--- src/design/mp2d_pkg.sv ---
// ----------------------------------------------------------------------------
// mp2d_pkg
// Shared types and constants of the streaming 2-D max pooling block.
// ----------------------------------------------------------------------------
`default_nettype none

package mp2d_pkg;

    localparam int LP_SAMPLE_W   = 16;
    localparam int LP_MAX_WIDTH  = 1024;
    localparam int LP_MAX_HEIGHT = 1024;
    localparam int LP_MAX_KERNEL = 8;

    // line store keeps the previous max kernel-1 rows, packed per column
    localparam int LP_SLOTS  = LP_MAX_KERNEL - 1;
    localparam int LP_SLOT_W = $clog2(LP_SLOTS);
    localparam int LP_WORD_W = LP_SLOTS * LP_SAMPLE_W;

    localparam int LP_COL_W = $clog2(LP_MAX_WIDTH);
    localparam int LP_ROW_W = $clog2(LP_MAX_HEIGHT);

    localparam int LP_KSZ_W      = 4;
    localparam int LP_STEP_W     = 4;
    localparam int LP_DIM_W      = 11;
    localparam int LP_CFG_IDX_W  = 3;
    localparam int LP_CFG_DATA_W = 11;
    localparam int LP_OUT_IDX_W  = 10;

    localparam int LP_FIFO_DEPTH = 4;
    localparam int LP_FIFO_PTR_W = $clog2(LP_FIFO_DEPTH);
    localparam int LP_FIFO_CNT_W = $clog2(LP_FIFO_DEPTH + 1);

    typedef enum logic [LP_CFG_IDX_W-1:0] {
        CFG_KERNEL_SIZE  = 3'd0,
        CFG_STEP_SIZE    = 3'd1,
        CFG_PLANE_WIDTH  = 3'd2,
        CFG_PLANE_HEIGHT = 3'd3
    } t_cfg_reg;

    typedef struct packed {
        logic signed [LP_SAMPLE_W-1:0] max_value;
        logic [LP_OUT_IDX_W-1:0]       out_row;
        logic [LP_OUT_IDX_W-1:0]       out_col;
        logic                          plane_done;
    } t_result;

endpackage

`default_nettype wire

--- src/design/mp2d_out_fifo.sv ---
// ----------------------------------------------------------------------------
// mp2d_out_fifo
// Small register fifo that holds pooled results until the sink takes them.
// ----------------------------------------------------------------------------
`default_nettype none

module mp2d_out_fifo import mp2d_pkg::*; (
    input  wire logic                     i_clk,
    input  wire logic                     i_rst_n,
    input  wire logic                     i_push,
    input  wire t_result                  i_data,
    input  wire logic                     i_stall,
    output logic                          o_valid,
    output t_result                       o_data,
    output logic [LP_FIFO_CNT_W-1:0]      o_count
);

    t_result                  r_mem [LP_FIFO_DEPTH];
    logic [LP_FIFO_PTR_W-1:0] r_wr_ptr;
    logic [LP_FIFO_PTR_W-1:0] r_rd_ptr;
    logic [LP_FIFO_CNT_W-1:0] r_count;
    logic [LP_FIFO_CNT_W-1:0] n_count;
    logic                     pop;

    assign o_valid = (r_count != '0);
    assign o_data  = r_mem[r_rd_ptr];
    assign o_count = r_count;
    assign pop     = o_valid && !i_stall;

    always_comb begin
        n_count = r_count;
        if (i_push && !pop) begin
            n_count = r_count + 1'b1;
        end else if (!i_push && pop) begin
            n_count = r_count - 1'b1;
        end
    end

    always_ff @(posedge i_clk) begin
        if (!i_rst_n) begin
            r_wr_ptr <= '0;
            r_rd_ptr <= '0;
            r_count  <= '0;
        end else begin
            if (i_push) begin
                r_wr_ptr <= r_wr_ptr + 1'b1;
            end
            if (pop) begin
                r_rd_ptr <= r_rd_ptr + 1'b1;
            end
            r_count <= n_count;
        end
    end

    always_ff @(posedge i_clk) begin
        if (i_push) begin
            r_mem[r_wr_ptr] <= i_data;
        end
    end

endmodule

`default_nettype wire

--- config.mk ---
export PLATFORM = sky130hd
export DESIGN_NAME = mp2d_out_fifo
export DESIGN_NICKNAME = d
export VERILOG_FILES = /design/src/design/mp2d_pkg.sv /design/src/design/mp2d_out_fifo.sv
export SDC_FILE = /design/constraint.sdc
export NUM_CORES = 1
export LEC_CHECK = 0
export BUFFER_PORTS_ARGS = -buffer_cell sky130_fd_sc_hd__buf_2
export CAP_MARGIN = 15
export CORE_MARGIN = 2
export CORE_UTILIZATION = 61
export DETAILED_ROUTE_END_ITERATION = 6
export PLACE_DENSITY = 0.84
export SLEW_MARGIN = 30
export SYNTH_ARGS = -nofsm -noshare
export SYNTH_HDL_FRONTEND = slang
export SYNTH_SLANG_ARGS = --single-unit
--- constraint.sdc ---
create_clock -name i_clk -period 4 [get_ports i_clk]
set_clock_uncertainty 0.15 [all_clocks]
set_input_delay 0.2 -clock i_clk [delete_from_list [all_inputs] [get_ports i_clk]]
set_output_delay 0.2 -clock i_clk [all_outputs]
set_load 0.05 [all_outputs]
==> flow_summary.json, run 1 <==
{
  "synth_cell_types": 22,
  "grt_pass1_vias": 2945,
  "grt_max_degree": 38,
  "ys_ff_latch": 157,
  "hp-class": "in -> reg",
  "dr.max_layer_used": "met4",
  "viasPerCell": 5.473,
  "crit_arrival_ns": 2.36,
  "multi_input_area_mm2": 0.001130,
  "synth_area_leaders": "edfxtp_1 76%, mux4_2 12%, mux4_1 3.1%, dfxtp_1 3.1%, ha_1 1.1%",
  "path_clk_slew_ns": 0.06,
  "nets": 419,
  "finalPower_uw": 4587,
  "finalHoldViolCount": 0,
  "fin_crit_sh_pct": 67.82,
  "cts_root_buf": "clkbuf_8",
  "wl_met3_um": 467,
  "tightestPinTransition_ns": 0.9281,
  "status": "complete, no violations",
  "max_freq_mhz": 368.6,
  "gp_congestion": 0.7386,
  "netlist_area_mm2": 0.005851,
  "design.core.area_mm2": 0.009284,
  "worst_slack_ns": 1.287,
  "numCtsBuffers": 17,
  "yosys_warnings": 0,
  "first_iter_violations": 156,
  "ys_seq_area_share_pct": 79.04,
  "regArea_mm2": 0.004629,
  "vias": 2813,
  "drc": 0,
  "cp_data_required_time_ns": 3.65,
  "path_class": "reg -> out",
  "antenna_left": 0,
  "postSynthAreaPerCell_um2": 24.58,
  "rsz0062_at_grt": "no",
  "wire_per_inst_um": 19.82,
  "ys.flop_type": "edfxtp_1",
  "vdd.ir_drop.worst_mv": 0.5816,
  "grt.total_usage_pct": 21.14,
  "cts_max_level": 4,
  "synth_top_area_share_pct": 75.96,
  "die_x_um": 101.9,
  "die_h_um": 101.9,
  "fillers": 494,
  "yosysTopAreaCell": "edfxtp_1",
  "clock_path_buffers": 2,
  "antenna_found_initial": 0,
  "port_buffers": 81,
  "met1_length_mm": 3.971,
  "cts.sinks": 157,
  "detailed_place_hpwl_mm": 5.384,
  "end_kind": "primary output",
  "drive_above_1_share_pct": 38.18,
  "overflow": 0,
  "path_max_fanout": 28,
  "setup_tns_ns": 0,
  "n_antenna_cell": 0,
  "cts_tree": "done",
  "p_per_area_mw_per_mm2": 628.0,
  "min_period_ns": 2.713,
  "met2WireLength_mm": 5.553,
  "start_kind": "flip-flop",
  "grt_pass1_wl_mm": 15.09,
  "synthCells": 238,
  "drt_pass1_iterations": 4,
  "async_reset_ff_share_pct": 0,
  "syn-num-nets": 285,
  "start_util_pct": 63.02,
  "dieArea_mm2": 0.01039,
  "rows": 35,
  "cts_setup_buffers": 0,
  "max_slew_margin_pct": 38.13,
  "drv_cap": 0,
  "drt_wl_total_mm": 10.19,
  "num_io_pins": 82,
  "p_leak_uw": 0.002545,
  "syn_to_final_growth_pct": 24.85,
  "utilization_pct": 78.68,
  "insertion_delay_ns": 0.53,
  "setup_viol": 0,
  "synth-edff-count": 148,
  "finalMaxSlewViolations": 0,
  "dp_slack_ns": 1.463
}
==> final cells by class <==
| cell class | instances | share of cell area (%) |
|---|---|---|
| Clock buffer | 19 | 5.773 |
| Clock inverter | 13 | 1.696 |
| Inverter | 4 | 0.2055 |
| Multi-Input combinational cell | 69 | 15.47 |
| Sequential cell | 157 | 63.38 |
| Tap cell | 129 | 2.210 |
| Timing Repair Buffer | 123 | 11.27 |
==> worst paths after layout <==
check / from / to / slack (ns) / cells past startpoint
setup / recovery: flip-flop / o_data[33] / 1.29 / 3
hold / removal: i_data[21] / r_mem[3][21] / 0.27 / 2
setup reg to reg: o_count[0] / o_count[2] / 1.49 / 8
hold reg to reg: r_rd_ptr[1] / flip-flop / 0.37 / 2
==> cell usage in the layout, fill, tap and decap left out <==
master         count
a21boi_0           4
and2_1             2
or2_2              1
nor2b_1            2
and2_4             4
clkbuf_8           1
nor3_1             1
mux4_1             7
clkbuf_16         16
xnor2_1            1
dfxtp_1            7
dfxtp_2            1
fa_1               1
o21ai_0            3
clkbuf_1           2
ha_1               5
or3_1              3
edfxtp_1         148
clkinv_1           2
mux2i_1            2
clkinv_2           5
clkinvlp_4         3
inv_6              1
buf_4              1
bufinv_16          2
buf_2             81
xor2_1             2
mux4_2            30
nand2b_1           1
dfxtp_4            1
inv_1              4
dlygate4sd3_1     41
==> stage by stage <==
stage | cell area, um2 | std cells | hold slack [ns]
after detailed placement | 6341 | 441 | 0.2653
after CTS | 7297 | 514 | 0.2533
after global placement | 6341 | 441 | 0.2613
after floorplan | 5851 | 238 | 0.1489
after global routing | 7305 | 514 | 0.2592
final | 7305 | 514 | 0.2736
==> cell usage after synthesis, types with 3 or more instances <==
cell type,number
edfxtp_1,148
mux4_2,30
dfxtp_1,9
mux4_1,7
and2_1,6
ha_1,5
a21boi_0,4
inv_1,4
buf_12,3
buf_2,3
o21ai_0,3
or3_1,3
==> routing by layer <==
layer | up-vias | track usage [%]
met5 | - | 0
met4 | 0 | 8.513
met3 | 16 | 7.729
met2 | 93 | 36.49
met1 | 1432 | 24.12
li1 | 1272 | -
==> logic make-up after synthesis <==
family | share of synthesized area (%)
multiplexers | 15.03
AND/OR/NAND/NOR | 1.476
buffers and inverters | 1.818
adder cells (fa/ha/maj) | 1.411
AO/OA/AOI/OAI | 0.7698
flip-flops | 79.04
XOR/XNOR | 0.4492
==> worst max-delay path, cell delays in order, from the launching register on <==
cell	delay, ns
dfxtp_4	0.71
buf_4	0.34
mux4_2	0.54
buf_2	0.23
==> registers in the layout, indices dropped and copies added (netlist names), named ones only <==
| name | count |
|---|---|
| r_mem | 148 |
| r_wr_ptr | 2 |
| r_rd_ptr | 2 |
| o_count | 3 |
==> repair_timing <==
item | 4_1_cts | 5_1_grt
hold buffers | 41 | 0
endpoints found under the hold margin | 157 | 0
resized for setup | 0 | 0
==> power breakdown <==
part / internal [uW] / switching (uW) / leakage, uW
clock network: 877 / 592 / 0.000263
registers: 1900 / 112 / 0.00143
logic: 380 / 723 / 0.000848
total: 3160 / 1430 / 0.00254
No activity file was read; power rests on OpenSTA's default activity.
==> run 2: changes to the inputs <==
--- a/config.mk
+++ b/config.mk
@@ -8,9 +8,9 @@
 export BUFFER_PORTS_ARGS = -buffer_cell sky130_fd_sc_hd__buf_2
 export CAP_MARGIN = 15
 export CORE_MARGIN = 2
-export CORE_UTILIZATION = 61
+export CORE_UTILIZATION = 56
 export DETAILED_ROUTE_END_ITERATION = 6
-export PLACE_DENSITY = 0.84
+export PLACE_DENSITY = 0.78
 export SLEW_MARGIN = 30
 export SYNTH_ARGS = -nofsm -noshare
 export SYNTH_HDL_FRONTEND = slang
==> constraint.sdc (replaced) <==
create_clock -name i_clk -period 2.5 [get_ports i_clk]
set_clock_uncertainty 0.15 [all_clocks]
set_input_delay 0.125 -clock i_clk [delete_from_list [all_inputs] [get_ports i_clk]]
set_output_delay 0.125 -clock i_clk [all_outputs]
set_load 0.05 [all_outputs]
==> run 2 against run 1 <==
Final cell count up 2.7%. Global-route usage down 2.2 points. Final area rose by 2.0%. First-iteration DRC count up 10%. Sequential cell count unchanged. Combinational power increased by 75%. Via count fell by 1.4%. Largest cell class unchanged. Worst setup slack worse by 1.1 ns. Worst hold slack lost 0.067 ns. Count of clock-buffer cells in the layout grew 1. Routed wire length decreased by 2.3%.
==> flow_summary.json, run 2 (synthesized netlist as in run 1, its figures left out) <==
{
  "drc": 0,
  "p_leak_uw": 0.002619,
  "die_x_um": 106.2,
  "post_dp_cell_area_mm2": 0.006465,
  "gp_congestion": 0.7013,
  "grt_pass1_vias": 2992,
  "drt_pass1_iterations": 4,
  "reg2reg_depth": 8,
  "grt_pass1_wl_mm": 15.41,
  "drive_above_1_share_pct": 39.80,
  "min_period_ns": 2.315,
  "min_to": "r_mem[3][24]",
  "finalMaxSlewViolations": 0,
  "wl_met3_um": 399,
  "setup_viol": 0,
  "cts_root_buf": "clkbuf_8",
  "worst_slack_ns": 0.1854,
  "top_register": "r_mem",
  "antenna_left": 0,
  "insertion_delay_ns": 0.51,
  "met1_length_mm": 4.265,
  "start_kind": "flip-flop",
  "layout_common_cells": "148 x edfxtp_1, 81 x buf_2, 41 x dlygate4sd3_1, 30 x mux4_2, 16 x clkbuf_16",
  "detailed_place_hpwl_mm": 5.843,
  "max_freq_mhz": 432.0,
  "final_common_cell": "edfxtp_1",
  "crit_arrival_ns": 2.61,
  "status": "complete, no violations",
  "numCtsBuffers": 17,
  "start_util_pct": 57.18,
  "met2WireLength_mm": 5.170,
  "p_per_area_mw_per_mm2": 1005,
  "hp-class": "in -> reg",
  "wire_per_inst_um": 18.85,
  "finalHoldViolCount": 0,
  "syn_to_final_growth_pct": 27.37,
  "final_area_mm2": 0.007452,
  "grt_max_degree": 36,
  "path_cells": "nor3_2, or2_2, ha_1, inv_1, fa_1, xor2_1, or3_1, a21boi_0",
  "antenna_found_initial": 0,
  "switching_share_pct": 30.52,
  "cts_tree": "done",
  "die_h_um": 106.2,
  "first_iter_violations": 172,
  "internal_power_uw": 5205,
  "combPwrFrac_pct": 25.7,
  "rrSetupSlack_ns": 0.19,
  "cts.sinks": 157,
  "viasPerCell": 5.254,
  "dieArea_mm2": 0.01128,
  "cp_data_required_time_ns": 2.79,
  "tightestPinTransition_ns": 0.5265,
  "p_seq_share_pct": 41.6,
  "n_antenna_cell": 0,
  "crit-reg2reg-capture": "o_count[2]",
  "r2r_start": "o_count[0]",
  "setup_tns_ns": 0,
  "vdd.ir_drop.worst_mv": 0.8895,
  "rows": 37,
  "fillers": 615,
  "clock_path_buffers": 2,
  "path_max_fanout": 6,
  "crit_buf_inv": 1,
  "overflow": 0,
  "crit_family": "simple AND/OR/NAND/NOR gates",
  "drt_wl_total_mm": 9.952,
  "dr.max_layer_used": "met4",
  "slowest_stage": "fa_1",
  "vias": 2774,
  "max_slew_margin_pct": 64.90,
  "p_clk_share_pct": 32.7,
  "nets": 426,
  "holdPathStages": 2,
  "largest_reg_flops": 148,
  "switching_power_uw": 2286,
  "timing.hold.ws_ns": 0.2065,
  "num_io_pins": 82,
  "cts_max_level": 4,
  "grt.total_usage_pct": 18.97,
  "slowest_delay_ns": 0.38,
  "port_buffers": 81,
  "dp_slack_ns": 0.03346,
  "fin_crit_sh_pct": 92.58,
  "end_kind": "flip-flop",
  "drv_cap": 0,
  "path_clk_slew_ns": 0.06,
  "design.core.area_mm2": 0.01023,
  "path_class": "reg -> reg",
  "rsz0062_at_grt": "no",
  "worst_hold_startpoint": "i_data[24]"
}
==> run 2: power by group through the flow <==
stage | logic (uW) | clock network [uW] | registers (uW)
2_1_floorplan | 1470 | 0 | 3210
6_report | 1920 | 2450 | 3120
3_5_place_dp | 1890 | 0 | 3170
5_1_grt | 2030 | 2610 | 3140
3_3_place_gp | 1870 | 0 | 3160
4_1_cts | 1950 | 2500 | 3120
==> run 2: worst max path at each step <==
stage            endpoint  cells past startpoint  startpoint
6_report       o_count[2]                      8  o_count[0]
3_5_place_dp   o_count[2]                      8  o_count[0]
2_1_floorplan  o_count[2]                      8  o_count[0]
3_3_place_gp   o_count[2]                      8  o_count[0]
4_1_cts        o_count[2]                      8  o_count[0]
5_1_grt        o_count[2]                      8  o_count[0]
==> run 2: per-stage QoR <==
step | cells | utilization, % | power [uW]
2_1_floorplan | 238 | - | 4682
3_3_place_gp | 455 | 63.19 | 5026
3_5_place_dp | 455 | 63.19 | 5062
4_1_cts | 528 | 72.79 | 7561
5_1_grt | 528 | 72.84 | 7771
6_report | 528 | 72.84 | 7492
==> run 2: repair_timing <==
action	4_1_cts	5_1_grt
endpoints found under the setup margin	0	1
setup buffers	0	0
resized for setup	0	1
hold buffers	41	0
hold endpoints to repair	161	0
==> run 2: cell type report <==
type                            count  area, um2  area share (%)
Clock buffer                       20      425.4           5.709
Clock inverter                     12      146.4           1.964
Inverter                            4      15.01          0.2015
Multi-Input combinational cell     69       1130           15.16
Sequential cell                   157       4627           62.09
Tap cell                          136      170.2           2.283
Timing Repair Buffer              130      938.4           12.59
==> run 2: metal layers <==
metal	GRT usage, %	vias up
li1	-	1294
met1	24.40	1406
met2	31.41	65
met3	5.641	9
met4	6.203	0
met5	0	-
